## config.mk

```make
export PLATFORM = sky130hd
export DESIGN_NAME = http_request_header_parser_core_flat
export DESIGN_NICKNAME = d
export VERILOG_FILES = /design/src/rtl/hrp_pkg.sv /design/src/rtl/hrp_ifs.sv /design/src/rtl/http_request_header_parser_core.sv /design/src/rtl/hrp_front.sv /design/src/rtl/hrp_queue.sv /design/src/rtl/hrp_back.sv /design/src/flat_wrapper.sv
export VERILOG_INCLUDE_DIRS = /design/src /design/src/rtl
export SDC_FILE = /design/constraint.sdc
export NUM_CORES = 1
export LEC_CHECK = 0
export ABC_AREA = 1
export BUFFER_PORTS_ARGS = -buffer_cell sky130_fd_sc_hd__buf_4
export CORE_MARGIN = 4
export CORE_UTILIZATION = 55
export CTS_BUF_LIST = sky130_fd_sc_hd__clkbuf_8
export DETAILED_ROUTE_END_ITERATION = 6
export HOLD_SLACK_MARGIN = 0.02
export PLACE_DENSITY_LB_ADDON = 0.2
export RECOVER_POWER = 100
export SYNTH_ARGS = -nofsm -noshare
export SYNTH_HDL_FRONTEND = slang
export SYNTH_SLANG_ARGS = --single-unit
```

## constraint.sdc

```tcl
create_clock -name clk -period 9 [get_ports clk]
set_clock_uncertainty 0.2 [all_clocks]
set_input_delay 0.45 -clock clk [delete_from_list [all_inputs] [get_ports clk]]
set_output_delay 0.45 -clock clk [all_outputs]
set_load 0.005 [all_outputs]
```

## src/rtl/http_request_header_parser_core_defines.svh

```systemverilog
// Assertion macros for the HTTP request header parser.
// Included by the top level; expects clk and rst_n in scope.
`ifndef HTTP_REQUEST_HEADER_PARSER_CORE_DEFINES_SVH
`define HTTP_REQUEST_HEADER_PARSER_CORE_DEFINES_SVH

// Same-cycle implication, checked at every rising edge out of reset.
`define HRP_ASSERT_SAME(lbl, ante, cons, msg) \
  lbl: assert property (@(posedge clk) disable iff (!rst_n) (ante) |-> (cons)) else $error(msg);

// Next-cycle implication.
`define HRP_ASSERT_NEXT(lbl, ante, cons, msg) \
  lbl: assert property (@(posedge clk) disable iff (!rst_n) (ante) |=> (cons)) else $error(msg);

`endif

```

## src/rtl/hrp_pkg.sv

```systemverilog
// Shared types, constants and character tables for the HTTP request parser.
// No dependencies; used by every RTL file.
package hrp_pkg;

  localparam int POS_W = 17;
  localparam logic [POS_W-1:0] BUF_LIMIT = 17'h10000;
  localparam logic [POS_W-1:0] NUM_SAT   = 17'h10001;
  localparam int ACC_W = POS_W + 4;

  localparam int QDEPTH = 4;
  localparam int QPTR_W = $clog2(QDEPTH);

  localparam logic [7:0] CH_NUL   = 8'h00;
  localparam logic [7:0] CH_TAB   = 8'h09;
  localparam logic [7:0] CH_LF    = 8'h0A;
  localparam logic [7:0] CH_VT    = 8'h0B;
  localparam logic [7:0] CH_FF    = 8'h0C;
  localparam logic [7:0] CH_CR    = 8'h0D;
  localparam logic [7:0] CH_SP    = 8'h20;
  localparam logic [7:0] CH_PLUS  = 8'h2B;
  localparam logic [7:0] CH_MINUS = 8'h2D;
  localparam logic [7:0] CH_SLASH = 8'h2F;
  localparam logic [7:0] CH_ZERO  = 8'h30;
  localparam logic [7:0] CH_ONE   = 8'h31;
  localparam logic [7:0] CH_SEVEN = 8'h37;
  localparam logic [7:0] CH_NINE  = 8'h39;
  localparam logic [7:0] CH_QM    = 8'h3F;
  localparam logic [7:0] CH_G     = 8'h47;
  localparam logic [7:0] CH_P     = 8'h50;
  localparam logic [7:0] CH_X_UP  = 8'h58;
  localparam logic [7:0] CH_X_LO  = 8'h78;

  localparam logic [8*6-1:0]  TXT_HOST   = "Host: ";
  localparam logic [8*13-1:0] TXT_COOKIE = "Cookie: name=";
  localparam logic [8*16-1:0] TXT_CLEN   = "Content-Length: ";
  localparam logic [8*4-1:0]  TXT_GET    = "GET ";
  localparam logic [8*5-1:0]  TXT_POST   = "POST ";

  localparam logic [1:0] PFX_HOST   = 2'd0;
  localparam logic [1:0] PFX_COOKIE = 2'd1;
  localparam logic [1:0] PFX_CLEN   = 2'd2;

  typedef enum logic [3:0] {
    PH_METHOD, PH_SLASH, PH_PATH, PH_PREFIX, PH_LINE_CR, PH_VALUE, PH_NUM_WS,
    PH_NUM_SIGN, PH_NUM_ZERO, PH_NUM_X, PH_NUM_DIGITS, PH_BODY, PH_ERROR
  } phase_t;

  typedef enum logic [1:0] {KIND_NONE, KIND_HOST, KIND_COOKIE} kind_t;

  typedef enum logic [1:0] {RADIX_OCT, RADIX_DEC, RADIX_HEX} radix_t;

  typedef struct packed {
    logic [7:0] data;
    logic       start;
    logic       ends;
    logic       is_nul;
    logic       is_ws;
    logic       hex_ok;
    logic [3:0] dig;
  } byte_info_t;

  typedef struct packed {
    logic             status;
    logic             is_post;
    logic [POS_W-1:0] path_length;
    logic [POS_W-1:0] query_offset;
    logic [POS_W-1:0] query_length;
    logic [POS_W-1:0] host_offset;
    logic [POS_W-1:0] host_length;
    logic [POS_W-1:0] cookie_offset;
    logic [POS_W-1:0] cookie_length;
    logic [POS_W-1:0] body_length;
    logic [POS_W-1:0] body_offset;
  } result_t;

  function automatic logic [4:0] prefix_len(input logic [1:0] k);
    logic [4:0] n;
    n = 5'd0;
    unique case (k)
      PFX_HOST:   n = 5'd6;
      PFX_COOKIE: n = 5'd13;
      PFX_CLEN:   n = 5'd16;
      default:    n = 5'd0;
    endcase
    return n;
  endfunction

  function automatic logic [7:0] prefix_char(input logic [1:0] k, input logic [4:0] i);
    logic [7:0] c;
    c = 8'h00;
    unique case (k)
      PFX_HOST:   if (i < 5'd6)  c = TXT_HOST[8*(5 - int'(i)) +: 8];
      PFX_COOKIE: if (i < 5'd13) c = TXT_COOKIE[8*(12 - int'(i)) +: 8];
      PFX_CLEN:   if (i < 5'd16) c = TXT_CLEN[8*(15 - int'(i)) +: 8];
      default:    c = 8'h00;
    endcase
    return c;
  endfunction

  function automatic logic [7:0] method_char(input logic post, input logic [4:0] i);
    logic [7:0] c;
    c = 8'h00;
    if (post) begin
      if (i < 5'd5) c = TXT_POST[8*(4 - int'(i)) +: 8];
    end else begin
      if (i < 5'd4) c = TXT_GET[8*(3 - int'(i)) +: 8];
    end
    return c;
  endfunction

endpackage

```

## src/rtl/hrp_ifs.sv

```systemverilog
// Valid/ready channel interfaces for request bytes and parse results.
// Depends on hrp_pkg for field widths.
interface hrp_in_if;
  logic       valid;
  logic       ready;
  logic [7:0] data_byte;
  logic       starts_request;
  logic       ends_read;
  modport source (output valid, data_byte, starts_request, ends_read, input ready);
  modport sink (input valid, data_byte, starts_request, ends_read, output ready);
endinterface

interface hrp_out_if;
  logic                     valid;
  logic                     ready;
  logic                     status;
  logic                     is_post;
  logic [hrp_pkg::POS_W-1:0] path_length;
  logic [hrp_pkg::POS_W-1:0] query_offset;
  logic [hrp_pkg::POS_W-1:0] query_length;
  logic [hrp_pkg::POS_W-1:0] host_offset;
  logic [hrp_pkg::POS_W-1:0] host_length;
  logic [hrp_pkg::POS_W-1:0] cookie_offset;
  logic [hrp_pkg::POS_W-1:0] cookie_length;
  logic [hrp_pkg::POS_W-1:0] body_length;
  logic [hrp_pkg::POS_W-1:0] body_offset;
  modport source (output valid, status, is_post, path_length, query_offset, query_length,
                  host_offset, host_length, cookie_offset, cookie_length, body_length,
                  body_offset, input ready);
  modport sink (input valid, status, is_post, path_length, query_offset, query_length,
                host_offset, host_length, cookie_offset, cookie_length, body_length,
                body_offset, output ready);
endinterface

```

## src/rtl/http_request_header_parser_core.sv

```systemverilog
// Top level of the HTTP request header parser: front end, byte queue, parser.
// Depends on hrp_pkg, hrp_ifs, hrp_front, hrp_queue, hrp_back and the defines header.
//
//   channel   direction  payload
//   in_if     sink       data_byte, starts_request, ends_read
//   out_if    source     status, is_post, path/query/host/cookie/body fields
//
// One byte per cycle while the result is not stalled; the parser consumes a byte per
// cycle from a four-entry queue and a result is registered at the edge after the parser
// takes its last byte, which is first written into the queue on its transfer.
// Reset (rst_n low, synchronous) empties the queue and clears the parser.
// A stalled result holds the parser; the queue keeps taking bytes until full.
`include "http_request_header_parser_core_defines.svh"

module http_request_header_parser_core (
  input  logic       clk,
  input  logic       rst_n,
  hrp_in_if.sink     in_if,
  hrp_out_if.source  out_if
);

  logic                push, q_full, q_pop, q_valid, res_valid;
  hrp_pkg::byte_info_t push_item, q_head;
  hrp_pkg::result_t    res;

  hrp_front u_front (
    .in_if     (in_if),
    .q_full    (q_full),
    .push      (push),
    .push_item (push_item)
  );

  hrp_queue u_queue (
    .clk       (clk),
    .rst_n     (rst_n),
    .push      (push),
    .push_item (push_item),
    .full      (q_full),
    .pop       (q_pop),
    .valid     (q_valid),
    .head      (q_head)
  );

  hrp_back u_back (
    .clk       (clk),
    .rst_n     (rst_n),
    .q_valid   (q_valid),
    .q_item    (q_head),
    .q_pop     (q_pop),
    .res_valid (res_valid),
    .res       (res),
    .res_ready (out_if.ready)
  );

  assign out_if.valid         = res_valid;
  assign out_if.status        = res.status;
  assign out_if.is_post       = res.is_post;
  assign out_if.path_length   = res.path_length;
  assign out_if.query_offset  = res.query_offset;
  assign out_if.query_length  = res.query_length;
  assign out_if.host_offset   = res.host_offset;
  assign out_if.host_length   = res.host_length;
  assign out_if.cookie_offset = res.cookie_offset;
  assign out_if.cookie_length = res.cookie_length;
  assign out_if.body_length   = res.body_length;
  assign out_if.body_offset   = res.body_offset;

  `HRP_ASSERT_SAME(a_pop_needs_item, q_pop, q_valid, "parser popped an empty queue")
  `HRP_ASSERT_SAME(a_stall_only_full, !in_if.ready, q_full, "input stalled with queue space")
  `HRP_ASSERT_NEXT(a_result_from_pop, !res_valid && !q_pop, !res_valid, "result without byte")

endmodule

```

## src/rtl/hrp_front.sv

```systemverilog
// Front end: accepts request bytes and tags each with its character class.
// Depends on hrp_pkg and hrp_in_if.
module hrp_front (
  hrp_in_if.sink               in_if,
  input  logic                 q_full,
  output logic                 push,
  output hrp_pkg::byte_info_t  push_item
);

  logic [7:0] b;

  assign b = in_if.data_byte;
  assign in_if.ready = !q_full;
  assign push = in_if.valid && !q_full;

  always_comb begin
    push_item        = '0;
    push_item.data   = b;
    push_item.start  = in_if.starts_request;
    push_item.ends   = in_if.ends_read;
    push_item.is_nul = (b == hrp_pkg::CH_NUL);
    push_item.is_ws  = (b == hrp_pkg::CH_SP) || (b == hrp_pkg::CH_TAB) ||
                       (b == hrp_pkg::CH_VT) || (b == hrp_pkg::CH_FF);
    if (b >= 8'h30 && b <= 8'h39) begin
      push_item.hex_ok = 1'b1;
      push_item.dig    = 4'(b - 8'h30);
    end else if (b >= 8'h61 && b <= 8'h66) begin
      push_item.hex_ok = 1'b1;
      push_item.dig    = 4'(b - 8'h57);
    end else if (b >= 8'h41 && b <= 8'h46) begin
      push_item.hex_ok = 1'b1;
      push_item.dig    = 4'(b - 8'h37);
    end
  end

endmodule

```

## src/rtl/hrp_queue.sv

```systemverilog
// Short FIFO of classified bytes between the front end and the parser.
// Depends on hrp_pkg.
module hrp_queue (
  input  logic                clk,
  input  logic                rst_n,
  input  logic                push,
  input  hrp_pkg::byte_info_t push_item,
  output logic                full,
  input  logic                pop,
  output logic                valid,
  output hrp_pkg::byte_info_t head
);

  hrp_pkg::byte_info_t entry_r [hrp_pkg::QDEPTH];
  logic [hrp_pkg::QPTR_W-1:0] wr_ptr_r, rd_ptr_r;
  logic [hrp_pkg::QPTR_W:0]   count_r;

  assign full  = (count_r == (hrp_pkg::QPTR_W+1)'(hrp_pkg::QDEPTH));
  assign valid = (count_r != '0);
  assign head  = entry_r[rd_ptr_r];

  always_ff @(posedge clk) begin
    if (!rst_n) begin
      wr_ptr_r <= '0;
      rd_ptr_r <= '0;
      count_r  <= '0;
    end else begin
      if (push) wr_ptr_r <= wr_ptr_r + 1'b1;
      if (pop) rd_ptr_r <= rd_ptr_r + 1'b1;
      if (push && !pop) count_r <= count_r + 1'b1;
      else if (pop && !push) count_r <= count_r - 1'b1;
    end
  end

  always_ff @(posedge clk) begin
    if (push) entry_r[wr_ptr_r] <= push_item;
  end

endmodule

```

## src/rtl/hrp_back.sv

```systemverilog
// Parser: walks the request one byte per cycle while the result is not stalled and registers the result.
// Depends on hrp_pkg.
module hrp_back (
  input  logic                clk,
  input  logic                rst_n,
  input  logic                q_valid,
  input  hrp_pkg::byte_info_t q_item,
  output logic                q_pop,
  output logic                res_valid,
  output hrp_pkg::result_t    res,
  input  logic                res_ready
);

  localparam int W = hrp_pkg::POS_W;

  hrp_pkg::phase_t ph_r, ph_nxt, c_ph;
  hrp_pkg::kind_t  kind_r, kind_nxt, c_kind;
  hrp_pkg::radix_t radix_r, radix_nxt, c_radix;
  logic [W-1:0] pos_r, pos_nxt, c_pos;
  logic [4:0]   match_r, match_nxt, c_match;
  logic [2:0]   cand_r, cand_nxt, c_cand;
  logic [W-1:0] num_r, num_nxt, c_num;
  logic [W-1:0] pstart_r, pstart_nxt, c_pstart;
  logic [W-1:0] plen_r, plen_nxt, c_plen;
  logic [W-1:0] qoff_r, qoff_nxt, c_qoff;
  logic [W-1:0] qlen_r, qlen_nxt, c_qlen;
  logic [W-1:0] hoff_r, hoff_nxt, c_hoff;
  logic [W-1:0] hlen_r, hlen_nxt, c_hlen;
  logic [W-1:0] coff_r, coff_nxt, c_coff;
  logic [W-1:0] clen_r, clen_nxt, c_clen;
  logic [W-1:0] blen_r, blen_nxt, c_blen;
  logic [W-1:0] boff_r, boff_nxt, c_boff;
  logic post_r, post_nxt, c_post;
  logic done_r, done_nxt, c_done;
  logic cr_r, cr_nxt, c_cr;
  logic neg_r, neg_nxt, c_neg;

  logic             res_valid_r, res_valid_nxt;
  hrp_pkg::result_t res_r, res_nxt;

  logic       clr;
  logic [7:0] b;
  logic       emit, bad, post_v, sign_step, dig_ok, finish;
  logic [4:0] wlen, mi;
  logic [2:0] nc;
  logic [hrp_pkg::ACC_W-1:0] acc;
  logic [W-1:0] body_seen;

  assign q_pop     = q_valid && (!res_valid_r || res_ready);
  assign clr       = q_pop && q_item.start;
  assign b         = q_item.data;
  assign res_valid = res_valid_r;
  assign res       = res_r;

  // Current state: a request start clears the parser before its byte is taken.
  always_comb begin
    c_ph = clr ? hrp_pkg::PH_METHOD : ph_r;
    c_kind = clr ? hrp_pkg::KIND_NONE : kind_r;
    c_radix = clr ? hrp_pkg::RADIX_DEC : radix_r;
    c_pos = clr ? '0 : pos_r;
    c_match = clr ? '0 : match_r;
    c_cand = clr ? 3'b111 : cand_r;
    c_num = clr ? '0 : num_r;
    c_pstart = clr ? '0 : pstart_r;
    c_plen = clr ? '0 : plen_r;
    c_qoff = clr ? '0 : qoff_r;
    c_qlen = clr ? '0 : qlen_r;
    c_hoff = clr ? '0 : hoff_r;
    c_hlen = clr ? '0 : hlen_r;
    c_coff = clr ? '0 : coff_r;
    c_clen = clr ? '0 : clen_r;
    c_blen = clr ? '0 : blen_r;
    c_boff = clr ? '0 : boff_r;
    c_post = clr ? 1'b0 : post_r;
    c_done = clr ? 1'b0 : done_r;
    c_cr = clr ? 1'b0 : cr_r;
    c_neg = clr ? 1'b0 : neg_r;
  end

  always_comb begin
    unique case (c_radix)
      hrp_pkg::RADIX_OCT: acc = hrp_pkg::ACC_W'({c_num, 3'b000}) +
                                hrp_pkg::ACC_W'(q_item.dig);
      hrp_pkg::RADIX_HEX: acc = hrp_pkg::ACC_W'({c_num, 4'b0000}) +
                                hrp_pkg::ACC_W'(q_item.dig);
      default: acc = hrp_pkg::ACC_W'({c_num, 3'b000}) + hrp_pkg::ACC_W'({c_num, 1'b0}) +
                     hrp_pkg::ACC_W'(q_item.dig);
    endcase
    unique case (c_radix)
      hrp_pkg::RADIX_OCT: dig_ok = q_item.hex_ok && (q_item.dig < 4'd8);
      hrp_pkg::RADIX_HEX: dig_ok = q_item.hex_ok;
      default:            dig_ok = q_item.hex_ok && (q_item.dig < 4'd10);
    endcase
  end

  always_comb begin
    ph_nxt = c_ph; kind_nxt = c_kind; radix_nxt = c_radix; pos_nxt = c_pos;
    match_nxt = c_match; cand_nxt = c_cand; num_nxt = c_num; pstart_nxt = c_pstart;
    plen_nxt = c_plen; qoff_nxt = c_qoff; qlen_nxt = c_qlen; hoff_nxt = c_hoff;
    hlen_nxt = c_hlen; coff_nxt = c_coff; clen_nxt = c_clen; blen_nxt = c_blen;
    boff_nxt = c_boff; post_nxt = c_post; done_nxt = c_done; cr_nxt = c_cr;
    neg_nxt = c_neg;
    emit = 1'b0; bad = 1'b0; post_v = c_post; sign_step = 1'b0; finish = 1'b0;
    wlen = 5'd4; mi = c_match; nc = '0; body_seen = '0;

    if (q_pop && !c_done) begin
      if (c_pos >= hrp_pkg::BUF_LIMIT) begin
        emit = 1'b1;
        bad  = 1'b1;
      end else begin
        pos_nxt = c_pos + 1'b1;
        if (c_ph != hrp_pkg::PH_BODY && c_ph != hrp_pkg::PH_ERROR && q_item.is_nul) begin
          ph_nxt = hrp_pkg::PH_ERROR;
        end else begin
          unique case (c_ph)
            hrp_pkg::PH_METHOD: begin
              if (c_match == 5'd0) begin
                if (b == hrp_pkg::CH_G) post_v = 1'b0;
                else if (b == hrp_pkg::CH_P) post_v = 1'b1;
              end
              post_nxt = post_v;
              wlen = post_v ? 5'd5 : 5'd4;
              if ((c_match == 5'd0 && b != hrp_pkg::CH_G && b != hrp_pkg::CH_P) ||
                  c_match >= wlen || hrp_pkg::method_char(post_v, c_match) != b) begin
                ph_nxt = hrp_pkg::PH_ERROR;
              end else begin
                match_nxt = c_match + 1'b1;
                if (c_match + 5'd1 == wlen) ph_nxt = hrp_pkg::PH_SLASH;
              end
            end
            hrp_pkg::PH_SLASH: begin
              if (b == hrp_pkg::CH_SLASH) begin
                pstart_nxt = c_pos + 1'b1;
                ph_nxt = hrp_pkg::PH_PATH;
              end else begin
                ph_nxt = hrp_pkg::PH_ERROR;
              end
            end
            hrp_pkg::PH_PATH: begin
              if (b == hrp_pkg::CH_QM) begin
                if (c_qoff == '0) plen_nxt = c_pos - c_pstart;
                qoff_nxt = c_pos + 1'b1;
              end else if (b == hrp_pkg::CH_SP) begin
                if (c_qoff == '0) plen_nxt = c_pos - c_pstart;
                else qlen_nxt = c_pos - c_qoff;
                ph_nxt = hrp_pkg::PH_VALUE;
                kind_nxt = hrp_pkg::KIND_NONE;
                cr_nxt = 1'b0;
              end
            end
            hrp_pkg::PH_PREFIX: begin
              for (int k = 0; k < 3; k++) begin
                if (c_cand[k] && c_match < hrp_pkg::prefix_len(2'(k)) &&
                    hrp_pkg::prefix_char(2'(k), c_match) == b) nc[k] = 1'b1;
              end
              if (nc == '0) begin
                if (c_match == 5'd0 && b == hrp_pkg::CH_CR) begin
                  ph_nxt = hrp_pkg::PH_LINE_CR;
                end else begin
                  ph_nxt = hrp_pkg::PH_VALUE;
                  kind_nxt = hrp_pkg::KIND_NONE;
                  cr_nxt = (c_match != 5'd0) && (b == hrp_pkg::CH_CR);
                end
              end else begin
                mi = c_match + 1'b1;
                cand_nxt = nc;
                match_nxt = mi;
                priority if (nc[0] && mi == hrp_pkg::prefix_len(hrp_pkg::PFX_HOST)) begin
                  hoff_nxt = c_pos + 1'b1;
                  ph_nxt = hrp_pkg::PH_VALUE;
                  kind_nxt = hrp_pkg::KIND_HOST;
                  cr_nxt = 1'b0;
                end else if (nc[1] && mi == hrp_pkg::prefix_len(hrp_pkg::PFX_COOKIE)) begin
                  coff_nxt = c_pos + 1'b1;
                  ph_nxt = hrp_pkg::PH_VALUE;
                  kind_nxt = hrp_pkg::KIND_COOKIE;
                  cr_nxt = 1'b0;
                end else if (nc[2] && mi == hrp_pkg::prefix_len(hrp_pkg::PFX_CLEN)) begin
                  num_nxt = '0;
                  radix_nxt = hrp_pkg::RADIX_DEC;
                  neg_nxt = 1'b0;
                  ph_nxt = hrp_pkg::PH_NUM_WS;
                end else begin
                  ph_nxt = c_ph;
                end
              end
            end
            hrp_pkg::PH_LINE_CR: begin
              if (b == hrp_pkg::CH_LF) begin
                boff_nxt = c_pos + 1'b1;
                if (c_blen != '0 && (!c_post || c_blen > hrp_pkg::BUF_LIMIT))
                  ph_nxt = hrp_pkg::PH_ERROR;
                else
                  ph_nxt = hrp_pkg::PH_BODY;
              end else begin
                ph_nxt = hrp_pkg::PH_VALUE;
                kind_nxt = hrp_pkg::KIND_NONE;
                cr_nxt = (b == hrp_pkg::CH_CR);
              end
            end
            hrp_pkg::PH_VALUE: begin
              if (c_cr && b == hrp_pkg::CH_LF) begin
                if (c_kind == hrp_pkg::KIND_HOST) hlen_nxt = (c_pos - 1'b1) - c_hoff;
                else if (c_kind == hrp_pkg::KIND_COOKIE) clen_nxt = (c_pos - 1'b1) - c_coff;
                ph_nxt = hrp_pkg::PH_PREFIX;
                match_nxt = '0;
                cand_nxt = 3'b111;
                kind_nxt = hrp_pkg::KIND_NONE;
                cr_nxt = 1'b0;
              end else begin
                cr_nxt = (b == hrp_pkg::CH_CR);
              end
            end
            hrp_pkg::PH_NUM_WS: begin
              if (q_item.is_ws) begin
                ph_nxt = c_ph;
              end else if (b == hrp_pkg::CH_PLUS || b == hrp_pkg::CH_MINUS) begin
                neg_nxt = (b == hrp_pkg::CH_MINUS);
                ph_nxt = hrp_pkg::PH_NUM_SIGN;
              end else begin
                sign_step = 1'b1;
              end
            end
            hrp_pkg::PH_NUM_SIGN: sign_step = 1'b1;
            hrp_pkg::PH_NUM_ZERO: begin
              if (b == hrp_pkg::CH_X_LO || b == hrp_pkg::CH_X_UP) begin
                ph_nxt = hrp_pkg::PH_NUM_X;
              end else if (b >= hrp_pkg::CH_ZERO && b <= hrp_pkg::CH_SEVEN) begin
                num_nxt = W'(q_item.dig);
                radix_nxt = hrp_pkg::RADIX_OCT;
                ph_nxt = hrp_pkg::PH_NUM_DIGITS;
              end else begin
                finish = 1'b1;
              end
            end
            hrp_pkg::PH_NUM_X: begin
              if (q_item.hex_ok) begin
                num_nxt = W'(q_item.dig);
                radix_nxt = hrp_pkg::RADIX_HEX;
                ph_nxt = hrp_pkg::PH_NUM_DIGITS;
              end else begin
                finish = 1'b1;
              end
            end
            hrp_pkg::PH_NUM_DIGITS: begin
              if (dig_ok) begin
                // saturate just above the buffer limit
                if (acc > hrp_pkg::ACC_W'(hrp_pkg::NUM_SAT)) num_nxt = hrp_pkg::NUM_SAT;
                else num_nxt = acc[W-1:0];
              end else begin
                finish = 1'b1;
              end
            end
            hrp_pkg::PH_BODY, hrp_pkg::PH_ERROR: ph_nxt = c_ph;
            default: ph_nxt = c_ph;
          endcase

          if (sign_step) begin
            if (b == hrp_pkg::CH_ZERO) begin
              ph_nxt = hrp_pkg::PH_NUM_ZERO;
            end else if (b >= hrp_pkg::CH_ONE && b <= hrp_pkg::CH_NINE) begin
              num_nxt = W'(q_item.dig);
              radix_nxt = hrp_pkg::RADIX_DEC;
              ph_nxt = hrp_pkg::PH_NUM_DIGITS;
            end else begin
              finish = 1'b1;
            end
          end

          if (finish) begin
            blen_nxt = c_neg ? '0 : c_num;
            ph_nxt = hrp_pkg::PH_VALUE;
            kind_nxt = hrp_pkg::KIND_NONE;
            cr_nxt = (b == hrp_pkg::CH_CR);
          end
        end

        if (q_item.ends) begin
          body_seen = pos_nxt - boff_nxt;
          if (ph_nxt == hrp_pkg::PH_BODY) begin
            emit = (body_seen >= blen_nxt);
          end else begin
            emit = 1'b1;
            bad  = 1'b1;
          end
        end
      end
      if (emit) done_nxt = 1'b1;
    end
  end

  always_comb begin
    res_valid_nxt = res_valid_r;
    res_nxt = res_r;
    if (q_pop) res_valid_nxt = emit;
    else if (res_ready) res_valid_nxt = 1'b0;
    if (emit) begin
      if (bad) begin
        res_nxt = '0;
        res_nxt.status = 1'b1;
      end else begin
        res_nxt.status        = 1'b0;
        res_nxt.is_post       = post_nxt;
        res_nxt.path_length   = plen_nxt;
        res_nxt.query_offset  = qoff_nxt;
        res_nxt.query_length  = qlen_nxt;
        res_nxt.host_offset   = hoff_nxt;
        res_nxt.host_length   = hlen_nxt;
        res_nxt.cookie_offset = coff_nxt;
        res_nxt.cookie_length = clen_nxt;
        res_nxt.body_length   = blen_nxt;
        res_nxt.body_offset   = boff_nxt;
      end
    end
  end

  always_ff @(posedge clk) begin
    if (!rst_n) begin
      ph_r <= hrp_pkg::PH_METHOD;
      kind_r <= hrp_pkg::KIND_NONE;
      radix_r <= hrp_pkg::RADIX_DEC;
      pos_r <= '0; match_r <= '0; cand_r <= 3'b111; num_r <= '0;
      pstart_r <= '0; plen_r <= '0; qoff_r <= '0; qlen_r <= '0;
      hoff_r <= '0; hlen_r <= '0; coff_r <= '0; clen_r <= '0;
      blen_r <= '0; boff_r <= '0;
      post_r <= 1'b0; done_r <= 1'b0; cr_r <= 1'b0; neg_r <= 1'b0;
      res_valid_r <= 1'b0;
    end else begin
      ph_r <= ph_nxt; kind_r <= kind_nxt; radix_r <= radix_nxt;
      pos_r <= pos_nxt; match_r <= match_nxt; cand_r <= cand_nxt; num_r <= num_nxt;
      pstart_r <= pstart_nxt; plen_r <= plen_nxt; qoff_r <= qoff_nxt; qlen_r <= qlen_nxt;
      hoff_r <= hoff_nxt; hlen_r <= hlen_nxt; coff_r <= coff_nxt; clen_r <= clen_nxt;
      blen_r <= blen_nxt; boff_r <= boff_nxt;
      post_r <= post_nxt; done_r <= done_nxt; cr_r <= cr_nxt; neg_r <= neg_nxt;
      res_valid_r <= res_valid_nxt;
    end
  end

  always_ff @(posedge clk) begin
    res_r <= res_nxt;
  end

endmodule
```

## src/flat_wrapper.sv

```systemverilog
// flat-port wrapper written by rule: the top's interface ports become plain ports
module http_request_header_parser_core_flat 
  (clk, rst_n, in_if_valid, in_if_data_byte, in_if_starts_request, in_if_ends_read, in_if_ready, out_if_valid, out_if_status, out_if_is_post, out_if_path_length, out_if_query_offset, out_if_query_length, out_if_host_offset, out_if_host_length, out_if_cookie_offset, out_if_cookie_length, out_if_body_length, out_if_body_offset, out_if_ready);
  hrp_in_if in_if_i ();
  hrp_out_if out_if_i ();
  input  logic clk;
  input  logic rst_n;
  input wire logic [$bits(in_if_i.valid)-1:0] in_if_valid;
  input wire logic [$bits(in_if_i.data_byte)-1:0] in_if_data_byte;
  input wire logic [$bits(in_if_i.starts_request)-1:0] in_if_starts_request;
  input wire logic [$bits(in_if_i.ends_read)-1:0] in_if_ends_read;
  output wire logic [$bits(in_if_i.ready)-1:0] in_if_ready;
  output wire logic [$bits(out_if_i.valid)-1:0] out_if_valid;
  output wire logic [$bits(out_if_i.status)-1:0] out_if_status;
  output wire logic [$bits(out_if_i.is_post)-1:0] out_if_is_post;
  output wire logic [$bits(out_if_i.path_length)-1:0] out_if_path_length;
  output wire logic [$bits(out_if_i.query_offset)-1:0] out_if_query_offset;
  output wire logic [$bits(out_if_i.query_length)-1:0] out_if_query_length;
  output wire logic [$bits(out_if_i.host_offset)-1:0] out_if_host_offset;
  output wire logic [$bits(out_if_i.host_length)-1:0] out_if_host_length;
  output wire logic [$bits(out_if_i.cookie_offset)-1:0] out_if_cookie_offset;
  output wire logic [$bits(out_if_i.cookie_length)-1:0] out_if_cookie_length;
  output wire logic [$bits(out_if_i.body_length)-1:0] out_if_body_length;
  output wire logic [$bits(out_if_i.body_offset)-1:0] out_if_body_offset;
  input wire logic [$bits(out_if_i.ready)-1:0] out_if_ready;
  assign in_if_i.valid = in_if_valid;
  assign in_if_i.data_byte = in_if_data_byte;
  assign in_if_i.starts_request = in_if_starts_request;
  assign in_if_i.ends_read = in_if_ends_read;
  assign in_if_ready = in_if_i.ready;
  assign out_if_valid = out_if_i.valid;
  assign out_if_status = out_if_i.status;
  assign out_if_is_post = out_if_i.is_post;
  assign out_if_path_length = out_if_i.path_length;
  assign out_if_query_offset = out_if_i.query_offset;
  assign out_if_query_length = out_if_i.query_length;
  assign out_if_host_offset = out_if_i.host_offset;
  assign out_if_host_length = out_if_i.host_length;
  assign out_if_cookie_offset = out_if_i.cookie_offset;
  assign out_if_cookie_length = out_if_i.cookie_length;
  assign out_if_body_length = out_if_i.body_length;
  assign out_if_body_offset = out_if_i.body_offset;
  assign out_if_i.ready = out_if_ready;
  http_request_header_parser_core u_core (.clk(clk), .rst_n(rst_n), .in_if(in_if_i), .out_if(out_if_i));
endmodule
```

==> impl_metrics.yaml, run 1 <==
worst_setup_path:
  end_kind: "flip-flop"
  required_ps: 9160
  endpoint: "u_core.u_back.res[58]"
  cp_max_fo: 50
  crit_top_cell: "nand2_1"
  cp.arrival_ps: 8270
  path_class: "flip-flop to flip-flop"
  r2r_setup_slack_ps: 890
  max_stage_delay_ps: 1030
  cp_slowest_cell: "clkbuf_2"
  regToRegEndpoint: "u_core.u_back.res[58]"
  reg2reg_depth: 31
  crit_path_start_kind: "flip-flop"
layout:
  utilization_pct: 60.5
  largest_reg_flops: 155
  fin_nets: 4197
  fillers: 5029
  layout_commonest_cell: "nand2_1"
  final_cells: 4784
  syn2layout_area_growth_pct: 9.02
  final_cell_mix: "nand2_1, nor2_1, inv_1"
  layout-drive-gt1-share_pct: 11.4
synth:
  netlist_area_um2: 29900
  synth_warnings: 0
  yosysUniqueCellTypes: 69
  yosysSeqAreaShare_pct: 38.1
  syn_nets: 4029
  synth-edff-count: 223
  ys_seq_elements: 457
  async_reset_ff_share_pct: 0
  synth_cells: 3854
  syn_area_per_cell_um2: 7.75
  synth_ff_type: "dfxtp_1"
clock_network:
  cts_tree: "yes"
  htreeDepth: 3
  postCtsSetupRepairBufs: 0
  hold_buffers: 11
  insertion_delay_ps: 670
  cts_resized: 0
  cts_buffers: 80
  cts.clk_slew.worst_paths_ps: 60
  clock-sinks: 457
  root_buffer: "clkbuf_8"
  max-clock-path-buffers: 3
timing:
  setup_viol: 0
  finalCritPeriodShare_pct: 90.2
  drv_slew: 142
  finalHoldViolations: 0
  period_minus_slack_ps: 8110
  fin_setup_tns_ps: 0
  grt_setup_unrepaired: "no"
  max_freq_mhz: 123
  fin_hold_ws_ps: 87.3
  worst_pin_slew_ps: 2770
  worst_slew_margin_rel_pct: -84.8
pwr:
  power.density_nw_per_um2: 381
  p_clk_share_pct: 15.4
  power_leakage_uw: 0.0141
  p_seq_share_pct: 25.2
  switching_share_pct: 49.6
  p_int_uw: 6250
  peakVddDrop_v: 0.000219
  combPwrFrac_pct: 59.3
  power.switching_uw: 6160
global_routing:
  grtUsageTotal_pct: 30.2
  grt_pass1_wl_um: 139000
  grt_max_degree: 108
  grt_antenna_before_repair: 1
  grt_pass1_vias: 24600
  grt_overflow_total: 0
routing:
  wl_um: 90400
  drt_iter0_drc: 2926
  wl_per_cell_um: 18.9
  firstDrtPassIters: 6
  vias: 27200
  avgViaCountPerCell: 5.69
  postRouteAntennaNets: 0
  drc: 0
min_path:
  hp-class: "input port to flip-flop"
run:
  maxCapViolCount: 5
floorplan:
  die_h_um: 241
  num_io_pins: 171
  fp.dieW_um: 241
  core_um2: 53800
  initial_core_util_pct: 55.5
  num_rows: 85
  die-area_um2: 58100
place:
  place.gp.congestion: 0.966
  dp_hpwl_um: 66100
  io_buffers: 170
  dpl.cell_count: 4625
outcome:
  status: "complete, but fails checks"
  violations: "capacitance limit, slew limit"
==> Yosys cell counts, types with 16 or more instances <==
master | count | area (um^2)
nand3_1 | 193 | 966
inv_1 | 418 | 1570
nand2_1 | 738 | 2770
inv_2 | 25 | 93.8
o21ai_0 | 292 | 1460
clkbuf_1 | 95 | 357
xnor2_1 | 16 | 140
nor2_4 | 155 | 1750
edfxtp_1 | 223 | 6700
nor2_1 | 478 | 1790
nor3_1 | 47 | 235
xor2_1 | 65 | 569
nand2_2 | 29 | 181
ha_1 | 153 | 1910
dfxtp_1 | 234 | 4680
a21oi_1 | 286 | 1430
nand4_1 | 59 | 369
a31oi_1 | 50 | 313
o21ai_1 | 16 | 80.1
==> power by group through the flow <==
stage,logic [uW],registers (uW),clock network (uW)
2_1_floorplan,5340,3240,0
3_3_place_gp,7430,3180,0
3_5_place_dp,7490,3180,0
4_1_cts,7530,3150,1950
5_1_grt,8130,3180,2050
6_report,7360,3130,1920
==> metrics by stage <==
| step | instance area [um^2] | power, uW | setup slack (ps) |
|---|---|---|---|
| floorplan | 29900 | 8580 | 1030 |
| global placement | 31600 | 10600 | 1390 |
| detailed placement | 31600 | 10700 | 1180 |
| CTS | 33300 | 12600 | 1170 |
| global route | 32600 | 13300 | 150 |
| finish | 32600 | 12400 | 886 |
==> worst max-delay path: cells and delay by family, from the launching register on <==
kind	cells	cell delay [ps]
buf+inv	8	3010
fa+ha+maj	1	280
compound gates	1	290
flops	1	640
simple gates	21	3300
==> worst min path at each step <==
stage	from	to	slack, ps	cells past startpoint
floorplan	u_core.u_queue.rd_ptr_r[1]	flip-flop	240	2
global placement	u_core.u_queue.rd_ptr_r[1]	u_core.u_queue.rd_ptr_r[1]	260	2
detailed placement	u_core.u_queue.rd_ptr_r[1]	flip-flop	260	2
CTS	out_if_ready	u_core.u_back.res_valid	70	6
global route	out_if_ready	u_core.u_back.res_valid	120	6
finish	out_if_ready	u_core.u_back.res_valid	90	6
==> kinds of logic after synthesis <==
group / count (synthesis) / share of synthesized area, %
flip-flops: 457 / 38.1
XOR/XNOR: 81 / 2.37
multiplexers: 2 / 0.0712
AO/OA/AOI/OAI: 782 / 14.7
buffers and inverters: 596 / 8.78
adder cells (fa/ha/maj): 161 / 6.94
AND/OR/NAND/NOR: 1775 / 29.0
==> layout make-up <==
| cell class | instances | area, um^2 | share of cell area (%) |
|---|---|---|---|
| Timing Repair Buffer | 235 | 1560 | 4.79 |
| Inverter | 447 | 1700 | 5.21 |
| Sequential cell | 457 | 11400 | 34.9 |
| Multi-Input combinational cell | 2801 | 15500 | 47.5 |
| Antenna cell | 1 | 2.50 | 0.00768 |
| Clock inverter | 54 | 304 | 0.933 |
| Tap cell | 696 | 871 | 2.67 |
| Clock buffer | 93 | 1280 | 3.93 |
==> per-layer routing <==
layer  GRT usage (%)  part of all wire, %
met5               0                    0
met4            8.56                  2.4
met3            5.04                  9.4
met2            45.8                   43
met1            44.9                   45
Note: power is estimated with default switching activity, not from simulation.
==> run 2, diff against run 1 <==
--- a/config.mk
+++ b/config.mk
@@ -7,11 +7,11 @@
 export NUM_CORES = 1
 export LEC_CHECK = 0
 export ABC_AREA = 1
-export BUFFER_PORTS_ARGS = -buffer_cell sky130_fd_sc_hd__buf_4
 export CORE_MARGIN = 4
 export CORE_UTILIZATION = 55
 export CTS_BUF_LIST = sky130_fd_sc_hd__clkbuf_8
 export DETAILED_ROUTE_END_ITERATION = 6
+export DONT_BUFFER_PORTS = 1
 export HOLD_SLACK_MARGIN = 0.02
 export PLACE_DENSITY_LB_ADDON = 0.2
 export RECOVER_POWER = 100
==> run 2 against run 1 <==
Against the previous run:
- the flow still finishes with violations (capacitance limit, slew limit)
- combinational power decreased by 7.9%
- via count decreased by 2.3%
- sequential share of layout area increased by 1.5 points
- cell count decreased by 3.5%
- flip-flop and latch count unchanged
- largest cell class unchanged
- setup slack got worse by 25 ps
- clock-buffer cell count decreased by 10
==> impl_metrics.yaml, run 2 (synthesis results as in run 1) <==
outcome:
  status: "complete, but fails checks"
  violations: "capacitance limit, slew limit"
layout:
  final_area_um2: 31300
  final_cell_mix: "nand2_1, nor2_1, inv_1"
  syn2layout_area_growth_pct: 4.61
  layout-drive-gt1-share_pct: 8.01
  largest_reg_flops: 155
  utilization_pct: 58.1
  fin_nets: 4032
  final_cells: 4618
  antennaDiodeCount: 0
  layout_commonest_cell: "nand2_1"
pwr:
  p_seq_share_pct: 27.2
  power.density_nw_per_um2: 380
  power.switching_uw: 5940
  combPwrFrac_pct: 57.0
  p_clk_share_pct: 15.8
  total_power_uw: 11900
  power_leakage_uw: 0.0135
  switching_share_pct: 49.9
  p_int_uw: 5950
  peakVddDrop_v: 0.000300
clock_network:
  insertion_delay_ps: 680
  cts.clk_slew.worst_paths_ps: 60
  cts_buffers: 79
  htreeDepth: 3
  clock-sinks: 457
  cts_resized: 0
  root_buffer: "clkbuf_8"
  hold_buffers: 14
  cts_tree: "yes"
  postCtsSetupRepairBufs: 0
  max-clock-path-buffers: 3
global_routing:
  grt_pass1_vias: 24000
  grt_pass1_wl_um: 136000
  grt_max_degree: 115
  grt_overflow_total: 0
  grtUsageTotal_pct: 29.4
  grt_antenna_before_repair: 0
floorplan:
  die-area_um2: 58100
  num_rows: 85
  num_io_pins: 171
  core_um2: 53800
  die_h_um: 241
  initial_core_util_pct: 55.5
  fp.dieW_um: 241
worst_setup_path:
  cp_max_fo: 49
  reg2reg_depth: 32
  required_ps: 9210
  regToRegEndpoint: "u_core.u_back.res[139]"
  r2r_setup_slack_ps: 860
  cp_slowest_cell: "clkbuf_1"
  cp.arrival_ps: 8350
  crit_path_start_kind: "flip-flop"
  path_class: "flip-flop to flip-flop"
  end_kind: "flip-flop"
  max_stage_delay_ps: 810
  endpoint: "u_core.u_back.res[139]"
place:
  dpl.cell_count: 4458
  io_buffers: 0
  placed_cell_area_um2: 30400
  dp_hpwl_um: 63800
  place.gp.congestion: 0.986
timing:
  grt_setup_unrepaired: "no"
  worst_pin_slew_ps: 2420
  period_minus_slack_ps: 8140
  worst_slew_margin_rel_pct: -61.1
  setup_viol: 0
  finalCritPeriodShare_pct: 90.4
  drv_slew: 140
  max_freq_mhz: 123
  finalHoldViolations: 0
  fin_setup_tns_ps: 0
routing:
  drt_iter0_drc: 3146
  drt-met1-wl_um: 39200
  drc: 0
  avgViaCountPerCell: 5.76
  vias: 26600
  route.met3.wl_um: 8340
  wl_met2_um: 38000
  wl_um: 88100
  firstDrtPassIters: 6
  postRouteAntennaNets: 0
  wl_per_cell_um: 19.1
  routed.top_layer: "met4"
min_path:
  hp-class: "input port to flip-flop"
run:
  maxCapViolCount: 3
[run 2: cell count changes in the layout (fill, tap and decap cells not counted), sizes merged, moves of 2 or more]
cell and delta:
clkbuf -179, clkinv +15, inv -6, buf +3, bufinv +2, clkinvlp -2
dlygate4sd3 +2
[run 2: metrics by stage]
| step | hold slack, ps | setup WS [ps] |
|---|---|---|
| after detailed placement | 269 | 1270 |
| after floorplan | 236 | 1030 |
| final | 76.2 | 861 |
| after global routing | 72.5 | 220 |
| after CTS | 20.3 | 1280 |
| after global placement | 261 | 1460 |
[run 2: worst min-delay path by stage]
stage                                     startpoint                           end  cells past startpoint
after floorplan           u_core.u_queue.rd_ptr_r[1]                     flip-flop                      2
after global placement    u_core.u_queue.rd_ptr_r[1]    u_core.u_queue.rd_ptr_r[1]                      2
after detailed placement  u_core.u_queue.rd_ptr_r[0]    u_core.u_queue.rd_ptr_r[0]                      1
after CTS                         in_if_data_byte[7]  u_core.u_queue.entry_r[0][3]                      3
after global routing              in_if_data_byte[7]  u_core.u_queue.entry_r[0][3]                      3
final                             in_if_data_byte[7]  u_core.u_queue.entry_r[0][3]                      3
[run 2: per-layer routing]
metal,track usage [%],up-vias
li1,-,12900
met3,5.85,175
met1,43.1,12200
met5,0,-
met4,8.68,0
met2,44.4,1250
[run 2: final cells by class]
| class | instances | area [um^2] |
|---|---|---|
| inverter | 447 | 1700 |
| tap | 696 | 871 |
| timing repair buffer | 71 | 566 |
| multi-input combinational | 2801 | 15200 |
| fill | 5099 | 22600 |
| clock buffer | 83 | 1140 |
| clock inverter | 63 | 404 |
| sequential | 457 | 11400 |
[run 2: worst max-delay path: cells and delay by family (launching register included)]
| kind | cells | cell delay [ps] |
|---|---|---|
| simple gates | 16 | 2760 |
| buf+inv | 8 | 2570 |
| compound gates | 7 | 1540 |
| flops | 1 | 480 |
| fa+ha+maj | 1 | 290 |
[run 2: power groups by stage]
stage          clock, uW  sequential (uW)  combinational, uW
3_5_place_dp           0             3280               6900
3_3_place_gp           0             3290               6870
5_1_grt             2010             3290               7500
6_report            1880             3230               6780
2_1_floorplan          0             3240               5340
4_1_cts             1910             3250               6950
